### config.mk
export PLATFORM = sky130hd
export DESIGN_NAME = magic_crc_frame_deframer_flat
export DESIGN_NICKNAME = d
export VERILOG_FILES = /design/src/rtl/mcfd_pkg.sv /design/src/rtl/mcfd_if.sv /design/src/rtl/mcfd_front.sv /design/src/rtl/mcfd_engine.sv /design/src/rtl/magic_crc_frame_deframer.sv /design/src/flat_wrapper.sv
export SDC_FILE = /design/constraint.sdc
export NUM_CORES = 1
export LEC_CHECK = 0
export ABC_AREA = 1
export BUFFER_PORTS_ARGS = -buffer_cell sky130_fd_sc_hd__clkbuf_2
export CAP_MARGIN = 5
export CORE_MARGIN = 2
export CORE_UTILIZATION = 30
export DETAILED_ROUTE_END_ITERATION = 8
export MAX_ROUTING_LAYER = met4
export PLACE_DENSITY = 0.5
export SETUP_SLACK_MARGIN = 0.3
export SLEW_MARGIN = 20
export SYNTH_ARGS = -nofsm -noshare
export SYNTH_HDL_FRONTEND = slang
export SYNTH_HIERARCHICAL = 1
export SYNTH_SLANG_ARGS = --single-unit
### constraint.sdc
create_clock -name clock -period 4.3 [get_ports clock]
set_input_delay 0.215 -clock clock [delete_from_list [all_inputs] [get_ports clock]]
set_output_delay 0.215 -clock clock [all_outputs]
set_load 0.03 [all_outputs]
### src/rtl/mcfd_pkg.sv
// Package for the magic/length/CRC-32 frame deframer.
// Holds frame constants, the engine state type, the channel beat types and the CRC step.
// Used by every module of the deframer.
package mcfd_pkg;

   localparam int MAX_PAYLOAD = 32;
   localparam int HDR_LEN     = 13;
   localparam int CRC_LEN     = 4;
   localparam int BUF_LEN     = HDR_LEN + MAX_PAYLOAD + CRC_LEN;
   localparam int MEM_DEPTH   = 64;
   localparam int PTR_W       = 6;

   // Magic 'M','B','G','W', first byte in the low lane.
   localparam logic [31:0] MAGIC_WORD = 32'h5747424D;
   localparam logic [7:0]  MAGIC_LEAD = 8'h4D;

   // Header byte offsets.
   localparam logic [PTR_W-1:0] OFS_TYPE    = 6'd4;
   localparam logic [PTR_W-1:0] OFS_TID_LO  = 6'd5;
   localparam logic [PTR_W-1:0] OFS_TID_HI  = 6'd8;
   localparam logic [PTR_W-1:0] OFS_LEN_HI  = 6'd12;
   localparam logic [PTR_W-1:0] OFS_PAYLOAD = 6'd13;
   localparam logic [PTR_W-1:0] FRAME_OVH   = 6'd17;
   localparam logic [PTR_W-1:0] LAST_CRC    = 6'd16;
   localparam logic [PTR_W-1:0] BUF_FULL    = 6'd49;

   localparam logic [31:0] CRC_POLY = 32'hEDB88320;
   localparam logic [31:0] CRC_INIT = 32'hFFFFFFFF;

   typedef enum logic [4:0] {
      ST_IDLE = 5'b00001,
      ST_SCAN = 5'b00010,
      ST_HDR  = 5'b00100,
      ST_CRC  = 5'b01000,
      ST_EMIT = 5'b10000
   } eng_state_type;

   typedef struct packed {
      logic       valid;
      logic [7:0] rx_byte;
   } byte_beat_type;

   typedef struct packed {
      logic [7:0]  frame_type;
      logic [31:0] txn_id;
      logic [5:0]  pay_len;
      logic        has_payload;
      logic [7:0]  payload_byte;
      logic        last_of_frame;
   } rsp_item_type;

   function automatic logic [31:0] crc_byte(input logic [31:0] crc, input logic [7:0] data);
      logic [31:0] c;
      c = crc ^ {24'd0, data};
      for (int b = 0; b < 8; b++) begin
         c = c[0] ? ((c >> 1) ^ CRC_POLY) : (c >> 1);
      end
      return c;
   endfunction

endpackage

### src/rtl/mcfd_if.sv
// Channel interfaces of the deframer: received byte channel and frame result channel.
// Depends on nothing.
interface mcfd_req_if;
   logic       valid;
   logic       ready;
   logic [7:0] rx_byte;
   modport source (output valid, output rx_byte, input ready);
   modport sink   (input valid, input rx_byte, output ready);
endinterface

interface mcfd_rsp_if;
   logic        valid;
   logic        ready;
   logic [7:0]  frame_type;
   logic [31:0] txn_id;
   logic [5:0]  pay_len;
   logic        has_payload;
   logic [7:0]  payload_byte;
   logic        last_of_frame;
   modport source (output valid, output frame_type, output txn_id,
                   output pay_len, output has_payload, output payload_byte,
                   output last_of_frame, input ready);
   modport sink   (input valid, input frame_type, input txn_id,
                   input pay_len, input has_payload, input payload_byte,
                   input last_of_frame, output ready);
endinterface

### src/rtl/mcfd_front.sv
// Front end: two-entry byte queue between the receive channel and the engine.
// Depends on mcfd_pkg and mcfd_if.
module mcfd_front (
   input  logic                   clock,
   input  logic                   reset,
   mcfd_req_if.sink               req_chan,
   output mcfd_pkg::byte_beat_type eng_beat,
   input  logic                   eng_ready
);

   logic [7:0] slot_ff [2];
   logic       wr_ptr_ff, wr_ptr_in;
   logic       rd_ptr_ff, rd_ptr_in;
   logic [1:0] count_ff, count_in;
   logic       push, pop;

   assign req_chan.ready   = (count_ff != 2'd2);
   assign push             = req_chan.valid && req_chan.ready;
   assign eng_beat.valid   = (count_ff != 2'd0);
   assign eng_beat.rx_byte = slot_ff[rd_ptr_ff];
   assign pop              = eng_beat.valid && eng_ready;

   always_comb begin
      wr_ptr_in = wr_ptr_ff ^ push;
      rd_ptr_in = rd_ptr_ff ^ pop;
      count_in  = count_ff + {1'b0, push} - {1'b0, pop};
   end

   always_ff @(posedge clock) begin
      if (push) begin
         slot_ff[wr_ptr_ff] <= req_chan.rx_byte;
      end
      if (reset) begin
         wr_ptr_ff <= 1'b0;
         rd_ptr_ff <= 1'b0;
         count_ff  <= 2'd0;
      end else begin
         wr_ptr_ff <= wr_ptr_in;
         rd_ptr_ff <= rd_ptr_in;
         count_ff  <= count_in;
      end
   end

endmodule

### src/rtl/mcfd_engine.sv
// Back end: window memory, magic scan, header parse, CRC check and payload emit.
// Depends on mcfd_pkg.
module mcfd_engine (
   input  logic                    clock,
   input  logic                    reset,
   input  mcfd_pkg::byte_beat_type in_beat,
   output logic                    in_ready,
   output logic                    out_valid,
   output mcfd_pkg::rsp_item_type  out_item,
   input  logic                    out_ready
);

   localparam int PW = mcfd_pkg::PTR_W;

   logic [7:0] mem [mcfd_pkg::MEM_DEPTH];
   logic [7:0] rd_data_ff;

   mcfd_pkg::eng_state_type state_ff, state_in;
   logic [PW-1:0] head_ff, head_in;
   logic [PW-1:0] fill_ff, fill_in;
   logic [PW-1:0] idx_ff, idx_in;
   logic          wait_ff, wait_in;
   logic [1:0]    match_ff, match_in;
   logic [7:0]    type_ff, type_in;
   logic [31:0]   tid_ff, tid_in;
   logic [31:0]   plen_ff, plen_in;
   logic [31:0]   crc_ff, crc_in;
   logic [31:0]   crc_rx_ff, crc_rx_in;
   logic          out_valid_ff, out_valid_in;
   mcfd_pkg::rsp_item_type item_ff, item_in;

   logic          wr_en;
   logic [PW-1:0] wr_addr;
   logic [PW-1:0] rd_addr;
   logic [PW-1:0] plen6;
   logic [PW-1:0] total;
   logic          out_free;
   logic [31:0]   plen_next;
   logic [31:0]   crc_rx_next;
   logic [PW-1:0] pos;

   assign rd_addr   = head_ff + idx_ff;
   assign plen6     = plen_ff[PW-1:0];
   assign total     = mcfd_pkg::FRAME_OVH + plen6;
   assign out_free  = !out_valid_ff || out_ready;
   assign in_ready  = (state_ff == mcfd_pkg::ST_IDLE);
   assign out_valid = out_valid_ff;
   assign out_item  = item_ff;

   always_comb begin
      state_in     = state_ff;
      head_in      = head_ff;
      fill_in      = fill_ff;
      idx_in       = idx_ff;
      wait_in      = wait_ff;
      match_in     = match_ff;
      type_in      = type_ff;
      tid_in       = tid_ff;
      plen_in      = plen_ff;
      crc_in       = crc_ff;
      crc_rx_in    = crc_rx_ff;
      out_valid_in = out_valid_ff && !out_ready;
      item_in      = item_ff;
      wr_en        = 1'b0;
      wr_addr      = head_ff + fill_ff;
      plen_next    = {rd_data_ff, plen_ff[31:8]};
      crc_rx_next  = {rd_data_ff, crc_rx_ff[31:8]};
      pos          = idx_ff - 6'd3;

      case (state_ff)
         mcfd_pkg::ST_IDLE: begin
            if (in_beat.valid) begin
               wr_en = 1'b1;
               if (fill_ff >= mcfd_pkg::BUF_FULL) begin
                  wr_addr = head_ff;
                  fill_in = 6'd1;
               end else begin
                  fill_in = fill_ff + 6'd1;
               end
               state_in = mcfd_pkg::ST_SCAN;
               idx_in   = '0;
               match_in = '0;
               wait_in  = 1'b0;
            end
         end
         mcfd_pkg::ST_SCAN: begin
            if (!wait_ff) begin
               if (idx_ff == fill_ff) begin
                  // no magic: keep the trailing partial magic only
                  head_in  = head_ff + fill_ff - {4'd0, match_ff};
                  fill_in  = {4'd0, match_ff};
                  state_in = mcfd_pkg::ST_IDLE;
               end else begin
                  wait_in = 1'b1;
               end
            end else begin
               wait_in = 1'b0;
               idx_in  = idx_ff + 6'd1;
               if (rd_data_ff == mcfd_pkg::MAGIC_WORD[match_ff*8 +: 8]) begin
                  if (match_ff == 2'd3) begin
                     head_in = head_ff + pos;
                     fill_in = fill_ff - pos;
                     if ((fill_ff - pos) < 6'(mcfd_pkg::HDR_LEN)) begin
                        state_in = mcfd_pkg::ST_IDLE;
                     end else begin
                        state_in = mcfd_pkg::ST_HDR;
                        idx_in   = mcfd_pkg::OFS_TYPE;
                     end
                  end else begin
                     match_in = match_ff + 2'd1;
                  end
               end else begin
                  match_in = (rd_data_ff == mcfd_pkg::MAGIC_LEAD) ? 2'd1 : 2'd0;
               end
            end
         end
         mcfd_pkg::ST_HDR: begin
            if (!wait_ff) begin
               wait_in = 1'b1;
            end else begin
               wait_in = 1'b0;
               idx_in  = idx_ff + 6'd1;
               if (idx_ff == mcfd_pkg::OFS_TYPE) begin
                  type_in = rd_data_ff;
               end else if (idx_ff >= mcfd_pkg::OFS_TID_LO && idx_ff <= mcfd_pkg::OFS_TID_HI) begin
                  tid_in = {rd_data_ff, tid_ff[31:8]};
               end else begin
                  plen_in = plen_next;
               end
               if (idx_ff == mcfd_pkg::OFS_LEN_HI) begin
                  if (plen_next > 32'(mcfd_pkg::MAX_PAYLOAD)) begin
                     // oversize length: drop one byte and rescan
                     head_in  = head_ff + 6'd1;
                     fill_in  = fill_ff - 6'd1;
                     state_in = mcfd_pkg::ST_SCAN;
                     idx_in   = '0;
                     match_in = '0;
                  end else if (fill_ff < (mcfd_pkg::FRAME_OVH + plen_next[PW-1:0])) begin
                     state_in = mcfd_pkg::ST_IDLE;
                  end else begin
                     state_in = mcfd_pkg::ST_CRC;
                     idx_in   = '0;
                     crc_in   = mcfd_pkg::CRC_INIT;
                  end
               end
            end
         end
         mcfd_pkg::ST_CRC: begin
            if (!wait_ff) begin
               wait_in = 1'b1;
            end else begin
               wait_in = 1'b0;
               idx_in  = idx_ff + 6'd1;
               if (idx_ff < (mcfd_pkg::OFS_PAYLOAD + plen6)) begin
                  crc_in = mcfd_pkg::crc_byte(crc_ff, rd_data_ff);
               end else begin
                  crc_rx_in = crc_rx_next;
               end
               if (idx_ff == (mcfd_pkg::LAST_CRC + plen6)) begin
                  if ((crc_ff ^ mcfd_pkg::CRC_INIT) == crc_rx_next) begin
                     state_in = mcfd_pkg::ST_EMIT;
                     idx_in   = mcfd_pkg::OFS_PAYLOAD;
                  end else begin
                     head_in  = head_ff + 6'd1;
                     fill_in  = fill_ff - 6'd1;
                     state_in = mcfd_pkg::ST_SCAN;
                     idx_in   = '0;
                     match_in = '0;
                  end
               end
            end
         end
         mcfd_pkg::ST_EMIT: begin
            if (!wait_ff) begin
               wait_in = 1'b1;
            end else if (out_free) begin
               out_valid_in          = 1'b1;
               item_in.frame_type    = type_ff;
               item_in.txn_id        = tid_ff;
               item_in.pay_len       = plen6;
               wait_in               = 1'b0;
               idx_in                = idx_ff + 6'd1;
               if (plen6 == '0) begin
                  item_in.has_payload   = 1'b0;
                  item_in.payload_byte  = '0;
                  item_in.last_of_frame = 1'b1;
               end else begin
                  item_in.has_payload   = 1'b1;
                  item_in.payload_byte  = rd_data_ff;
                  item_in.last_of_frame = (idx_ff == (mcfd_pkg::OFS_LEN_HI + plen6));
               end
               if (item_in.last_of_frame) begin
                  head_in  = head_ff + total;
                  fill_in  = fill_ff - total;
                  idx_in   = '0;
                  match_in = '0;
                  state_in = ((fill_ff - total) == '0) ? mcfd_pkg::ST_IDLE : mcfd_pkg::ST_SCAN;
               end
            end
         end
         default: begin
            state_in = mcfd_pkg::ST_IDLE;
         end
      endcase
   end

   always_ff @(posedge clock) begin
      if (wr_en) begin
         mem[wr_addr] <= in_beat.rx_byte;
      end
      rd_data_ff <= mem[rd_addr];
   end

   always_ff @(posedge clock) begin
      idx_ff    <= idx_in;
      match_ff  <= match_in;
      type_ff   <= type_in;
      tid_ff    <= tid_in;
      plen_ff   <= plen_in;
      crc_ff    <= crc_in;
      crc_rx_ff <= crc_rx_in;
      item_ff   <= item_in;
      if (reset) begin
         state_ff     <= mcfd_pkg::ST_IDLE;
         head_ff      <= '0;
         fill_ff      <= '0;
         wait_ff      <= 1'b0;
         out_valid_ff <= 1'b0;
      end else begin
         state_ff     <= state_in;
         head_ff      <= head_in;
         fill_ff      <= fill_in;
         wait_ff      <= wait_in;
         out_valid_ff <= out_valid_in;
      end
   end

endmodule

### src/rtl/magic_crc_frame_deframer.sv
// Top level of the magic/length/CRC-32 frame deframer.
// Depends on mcfd_pkg, mcfd_if, mcfd_front and mcfd_engine.
//
// Usage:
//   req_chan carries one received byte per beat (valid/ready). rsp_chan carries
//   one result beat per payload byte of each good frame: type, transaction id,
//   length, the byte and a last mark. An empty good frame gives one beat with
//   has_payload low and last_of_frame high.
// Flow:
//   A two-entry queue takes bytes while the engine works. The engine handles one
//   byte at a time; it reads the 64-entry window memory through a registered read.
//   Each accepted byte is written to the window and followed by a magic scan.
//   A complete frame adds a header parse, a CRC pass and one read per emitted
//   beat; a failed CRC or length rescans from the next byte, so the worst case
//   is several such passes per byte.
// Reset:
//   Synchronous, active high. Empties the queue, the window and the result
//   register; window memory contents are not cleared.
// Stall:
//   A result beat holds in the output register while rsp_chan.ready is low;
//   the engine pauses and the queue fills, then req_chan.ready drops.
module magic_crc_frame_deframer (
   input  logic       clock,
   input  logic       reset,
   mcfd_req_if.sink   req_chan,
   mcfd_rsp_if.source rsp_chan
);

   mcfd_pkg::byte_beat_type eng_beat;
   logic                    eng_ready;
   mcfd_pkg::rsp_item_type  item;
   logic                    item_valid;

   mcfd_front u_front (
      .clock     (clock),
      .reset     (reset),
      .req_chan  (req_chan),
      .eng_beat  (eng_beat),
      .eng_ready (eng_ready)
   );

   mcfd_engine u_engine (
      .clock     (clock),
      .reset     (reset),
      .in_beat   (eng_beat),
      .in_ready  (eng_ready),
      .out_valid (item_valid),
      .out_item  (item),
      .out_ready (rsp_chan.ready)
   );

   // drive the result channel from the engine's output register
   assign rsp_chan.valid         = item_valid;
   assign rsp_chan.frame_type    = item.frame_type;
   assign rsp_chan.txn_id        = item.txn_id;
   assign rsp_chan.pay_len       = item.pay_len;
   assign rsp_chan.has_payload   = item.has_payload;
   assign rsp_chan.payload_byte  = item.payload_byte;
   assign rsp_chan.last_of_frame = item.last_of_frame;

endmodule

### src/flat_wrapper.sv
// flat-port wrapper written by rule: the top's interface ports become plain ports
module magic_crc_frame_deframer_flat 
  (clock, reset, req_chan_valid, req_chan_rx_byte, req_chan_ready, rsp_chan_valid, rsp_chan_frame_type, rsp_chan_txn_id, rsp_chan_pay_len, rsp_chan_has_payload, rsp_chan_payload_byte, rsp_chan_last_of_frame, rsp_chan_ready);
  mcfd_req_if req_chan_i ();
  mcfd_rsp_if rsp_chan_i ();
  input  logic clock;
  input  logic reset;
  input wire logic [$bits(req_chan_i.valid)-1:0] req_chan_valid;
  input wire logic [$bits(req_chan_i.rx_byte)-1:0] req_chan_rx_byte;
  output wire logic [$bits(req_chan_i.ready)-1:0] req_chan_ready;
  output wire logic [$bits(rsp_chan_i.valid)-1:0] rsp_chan_valid;
  output wire logic [$bits(rsp_chan_i.frame_type)-1:0] rsp_chan_frame_type;
  output wire logic [$bits(rsp_chan_i.txn_id)-1:0] rsp_chan_txn_id;
  output wire logic [$bits(rsp_chan_i.pay_len)-1:0] rsp_chan_pay_len;
  output wire logic [$bits(rsp_chan_i.has_payload)-1:0] rsp_chan_has_payload;
  output wire logic [$bits(rsp_chan_i.payload_byte)-1:0] rsp_chan_payload_byte;
  output wire logic [$bits(rsp_chan_i.last_of_frame)-1:0] rsp_chan_last_of_frame;
  input wire logic [$bits(rsp_chan_i.ready)-1:0] rsp_chan_ready;
  assign req_chan_i.valid = req_chan_valid;
  assign req_chan_i.rx_byte = req_chan_rx_byte;
  assign req_chan_ready = req_chan_i.ready;
  assign rsp_chan_valid = rsp_chan_i.valid;
  assign rsp_chan_frame_type = rsp_chan_i.frame_type;
  assign rsp_chan_txn_id = rsp_chan_i.txn_id;
  assign rsp_chan_pay_len = rsp_chan_i.pay_len;
  assign rsp_chan_has_payload = rsp_chan_i.has_payload;
  assign rsp_chan_payload_byte = rsp_chan_i.payload_byte;
  assign rsp_chan_last_of_frame = rsp_chan_i.last_of_frame;
  assign rsp_chan_i.ready = rsp_chan_ready;
  magic_crc_frame_deframer u_core (.clock(clock), .reset(reset), .req_chan(req_chan_i), .rsp_chan(rsp_chan_i));
endmodule
==> impl_metrics.prom <==
# TYPE chip_impl_metric gauge
chip_impl_metric{name="worst_ir_drop_vdd",unit="mV"} 0.5812
chip_impl_metric{name="pwr-share-seq",unit=""} 0.334
chip_impl_metric{name="final_core_util",unit=""} 0.3510
chip_impl_metric{name="synth-adder-area-share",unit=""} 0.02807
chip_impl_metric{name="gr-usage-all-layers",unit=""} 0.1637
chip_impl_metric{name="netlist-cell-type-count",unit=""} 56
chip_impl_metric{name="max_cap_violations",unit=""} 0
chip_impl_metric{name="syn_to_final_growth",unit="%"} 15.89
chip_impl_metric{name="pwr-share-clk",unit=""} 0.239
chip_impl_metric{name="tritoncts_num_sinks",unit=""} 749
chip_impl_metric{name="worstSkewPairLatency",unit="ns"} 0.65
chip_impl_metric{name="maximum_number_of_pins_on_one_net_before_global_route_repair",unit=""} 140
chip_impl_metric{name="setup_viol",unit=""} 0
chip_impl_metric{name="timing.max_slew.rel_slack",unit=""} 0.2961
chip_impl_metric{name="wl_per_cell",unit="um"} 19.55
chip_impl_metric{name="critical_path_arrival",unit="ns"} 4.12
chip_impl_metric{name="detailedPlacementHpwl",unit="um"} 57870
chip_impl_metric{name="synthesis.instances",unit=""} 3027
chip_impl_metric{name="total_switching_power",unit="mW"} 12.10
chip_impl_metric{name="postSynthNetCount",unit=""} 3110
chip_impl_metric{name="postSynthRegisterBits",unit=""} 749
chip_impl_info{name="largest_family_of_logic_cells_by_synthesized_area",value="simple AND/OR/NAND/NOR gates"} 1
chip_impl_metric{name="seq_area",unit="um^2"} 22180
chip_impl_metric{name="critical_path_required",unit="ns"} 4.83
chip_impl_metric{name="nFillCells",unit=""} 11040
chip_impl_info{name="rsz0062_at_grt",value="no"} 1
chip_impl_metric{name="synth_compound_area_frac",unit=""} 0.09273
chip_impl_metric{name="drive_gt1_frac",unit=""} 0.1197
chip_impl_metric{name="synthesis.yosys.warnings",unit=""} 6
chip_impl_metric{name="timing_hold_violations_final",unit=""} 0
chip_impl_metric{name="post-route-period-util",unit=""} 0.8358
chip_impl_metric{name="grt_pass1_vias",unit=""} 22240
chip_impl_metric{name="die_h",unit="um"} 338.3
chip_impl_info{name="worst_setup_path_start_kind",value="register"} 1
chip_impl_metric{name="netlist_area",unit="um^2"} 33520
chip_impl_metric{name="synthXorXnorAreaFrac",unit=""} 0.02445
chip_impl_metric{name="avgViaCountPerCell",unit=""} 4.860
chip_impl_metric{name="synth_mux_area_frac",unit=""} 0
chip_impl_metric{name="die_width",unit="um"} 338.3
chip_impl_metric{name="vias",unit=""} 22910
chip_impl_info{name="class_of_the_tightest_hold_or_removal_check",value="in2reg"} 1
chip_impl_info{name="run_status",value="completed"} 1
chip_impl_metric{name="initial_antenna_violation_count",unit=""} 1
chip_impl_metric{name="grt_pass1_wl",unit="um"} 140400
chip_impl_metric{name="p_leak",unit="nW"} 14.17
chip_impl_metric{name="tritoncts.num_buffers",unit=""} 81
chip_impl_info{name="cts_tree",value="built"} 1
chip_impl_metric{name="cts.repair_timing.setup_buffer_count",unit=""} 0
chip_impl_metric{name="swShare",unit=""} 0.4241
chip_impl_info{name="critPathKind",value="reg2reg"} 1
chip_impl_info{name="routed.top_layer",value="met4"} 1
chip_impl_metric{name="finalNetCount",unit=""} 3249
chip_impl_metric{name="power-per-cell-area",unit="nW/um^2"} 734.6
chip_impl_metric{name="ctsHtreeMaxLevel",unit=""} 3
chip_impl_metric{name="drt-pass1-iter-count",unit=""} 5
chip_impl_metric{name="final_period_minus_worst_setup_slack",unit="ns"} 3.594
chip_impl_metric{name="floorplan.initialDensity",unit=""} 0.3029
chip_impl_info{name="layout.cells.most_common",value="edfxtp_1"} 1
chip_impl_metric{name="core_area",unit="um^2"} 110700
chip_impl_info{name="clock_tree.root_cell",value="clkbuf_16"} 1
chip_impl_metric{name="n_antenna_cell",unit=""} 0
chip_impl_metric{name="wl_met3",unit="um"} 5058
chip_impl_metric{name="final-max-slew-violation-count",unit=""} 0
chip_impl_metric{name="design.portCount",unit=""} 70
chip_impl_metric{name="global_route.overflow_total",unit=""} 0
chip_impl_metric{name="floorplan.rows",unit=""} 122
chip_impl_metric{name="remaining_drc_errors",unit=""} 0
chip_impl_metric{name="comb_power_share",unit=""} 0.427
chip_impl_metric{name="synth-simple-area-share",unit=""} 0.1550
chip_impl_metric{name="crit_fanout",unit=""} 33
chip_impl_metric{name="wirelength_met1",unit="um"} 41910
chip_impl_metric{name="area_used_by_multi_input_combinational_logic",unit="um^2"} 10170
chip_impl_metric{name="met2_length",unit="um"} 42760
chip_impl_metric{name="hold_slack",unit="ns"} 0.07996
chip_impl_metric{name="avgSynthCellArea",unit="um^2"} 11.07
chip_impl_metric{name="setup-tns-final",unit="ns"} 0
chip_impl_metric{name="worst_pin_slew",unit="ns"} 1.052
chip_impl_metric{name="fmax",unit="MHz"} 278.3
chip_impl_metric{name="place.gp.congestion",unit=""} 0.8582
chip_impl_metric{name="port_buffers",unit=""} 69
chip_impl_metric{name="p_int",unit="mW"} 16.43
chip_impl_info{name="layout.cells.most_common_list",value="edfxtp_1 (718), nand2_1 (527), nor2_1 (476)"} 1
chip_impl_metric{name="cts-root-to-sink-buffers",unit=""} 3
chip_impl_metric{name="floorplan.die_area",unit="um^2"} 114400
chip_impl_metric{name="antenna_left",unit=""} 0
chip_impl_metric{name="worst_setup_hold_path_clk_slew",unit="ns"} 0.06
chip_impl_metric{name="synth_sequential_area_ratio",unit=""} 0.6618
chip_impl_metric{name="skew_final",unit="ns"} 0.04609
chip_impl_metric{name="number_of_drc_markers_in_iteration_0",unit=""} 2037
chip_impl_info{name="critPathCaptureType",value="register"} 1
chip_impl_metric{name="routed_wirelength",unit="um"} 92160
-- repair_timing --
action                                 CTS  global route
hold buffers                             9             0
resized for setup                        0             0
endpoints found under the hold margin   18             0
-- kinds of logic after synthesis --
kind of cell | Yosys count
xor+xnor | 85
fa+ha+maj | 71
simple gates | 1246
buf+inv | 322
compound gates | 554
flops | 749
-- area by class of cell --
cell class	count	area share
Sequential cell	749	0.5710
Multi-Input combinational cell	1956	0.2618
Clock buffer	105	0.05505
Tap cell	1488	0.04793
Timing Repair Buffer	177	0.03292
Inverter	201	0.01984
Clock inverter	38	0.01137
-- cells in the mapped netlist (all sizes together) --
cell type / instances / share of area
or2: 15 / 0.0029
o21a: 1 / 0.00022
nand2: 557 / 0.065
fa: 7 / 0.0042
o21bai: 3 / 0.00067
inv: 199 / 0.023
buf: 46 / 0.0068
ha: 64 / 0.024
o211ai: 4 / 0.0010
xnor2: 27 / 0.0085
clkbuf: 75 / 0.0084
o221ai: 33 / 0.0086
nand4: 17 / 0.0036
nor3b: 1 / 0.00022
o221a: 1 / 0.00034
nor3: 10 / 0.0015
nand3b: 7 / 0.0016
a21oi: 86 / 0.013
a21o: 1 / 0.00022
a211oi: 1 / 0.00022
nand3: 143 / 0.022
dfxtp: 31 / 0.019
clkinv: 2 / 0.00022
xor2: 58 / 0.016
o211a: 1 / 0.00030
and2: 2 / 0.00041
o2111ai: 2 / 0.00052
nor2: 494 / 0.058
o21ai: 324 / 0.049
o22ai: 97 / 0.018
edfxtp: 718 / 0.64
-- metrics by stage --
stage	power, mW	instances	setup WS, ns	area (um^2)
after floorplan	17.36	3027	0.5549	33520
after global placement	21.89	4562	0.5896	36170
after detailed placement	21.86	4562	0.6364	36170
after CTS	28.77	4714	0.6536	38840
after global routing	30.35	4714	0.5247	38840
final	28.53	4714	0.7061	38840
-- flip-flops by register name, summed over array words and instances (netlist names) --
register	cells
u_core/u_engine/mem	512
u_core/u_engine/out_item	56
u_core/u_engine/crc_ff	32
u_core/u_engine/tid_ff	32
u_core/u_engine/plen_ff	30
u_core/u_engine/crc_rx_ff	24
u_core/u_front/slot_ff	16
u_core/u_engine/rd_data_ff	8
u_core/u_engine/type_ff	8
u_core/u_engine/fill_ff	6
u_core/u_engine/head_ff	6
u_core/u_engine/idx_ff	6
u_core/u_engine/state_ff	5
u_core/u_engine/match_ff	2
u_core/u_front/count_ff	2
u_core/u_engine/out_valid	1
u_core/u_engine/wait_ff	1
u_core/u_front/rd_ptr_ff	1
u_core/u_front/wr_ptr_ff	1
-- critical path, cell delays in order, from the launching register on --
cell      delay (ns)
edfxtp_1        0.50
ha_1            0.27
fa_4            0.48
xor2_4          0.19
buf_4           0.43
buf_4           0.53
o221ai_1        0.26
a21oi_1         0.46
o21ai_1         0.20
nand2_1         0.11
nand2_1         0.05
-- path summary, 6_finish.rpt --
kind	from	end	slack, ns	cells past startpoint
hold / removal	rsp_chan_ready	u_core/u_engine/out_valid$_SDFF_PP0_	0.08	4
hold reg to reg	u_core/u_engine/type_ff[2]$_DFFE_PP_	u_core/u_engine/out_item[50]$_DFFE_PP_	0.42	0
setup / recovery	u_core/u_engine/idx_ff[0]$_DFFE_PP_	u_core/u_engine/rd_data_ff[4]$_DFF_P_	0.71	10
setup reg to reg	u_core/u_engine/idx_ff[0]$_DFFE_PP_	u_core/u_engine/rd_data_ff[4]$_DFF_P_	0.71	10
-- per-layer routing --
layer	vias to the layer above	track usage
li1	10880	-
met1	11230	0.2210
met2	646	0.2547
met3	160	0.02639
met4	0	0.04611
met5	-	-
-- power by group through the flow --
| stage | Clock [mW] | Combinational (mW) | Sequential, mW |
|---|---|---|---|
| 2_1_floorplan | 0 | 7.89 | 9.47 |
| 3_3_place_gp | 0 | 12.2 | 9.68 |
| 3_5_place_dp | 0 | 12.2 | 9.67 |
| 4_1_cts | 7.00 | 12.2 | 9.52 |
| 5_1_grt | 7.27 | 13.5 | 9.56 |
| 6_report | 6.82 | 12.2 | 9.52 |
No activity file was read; power rests on OpenSTA's default activity.
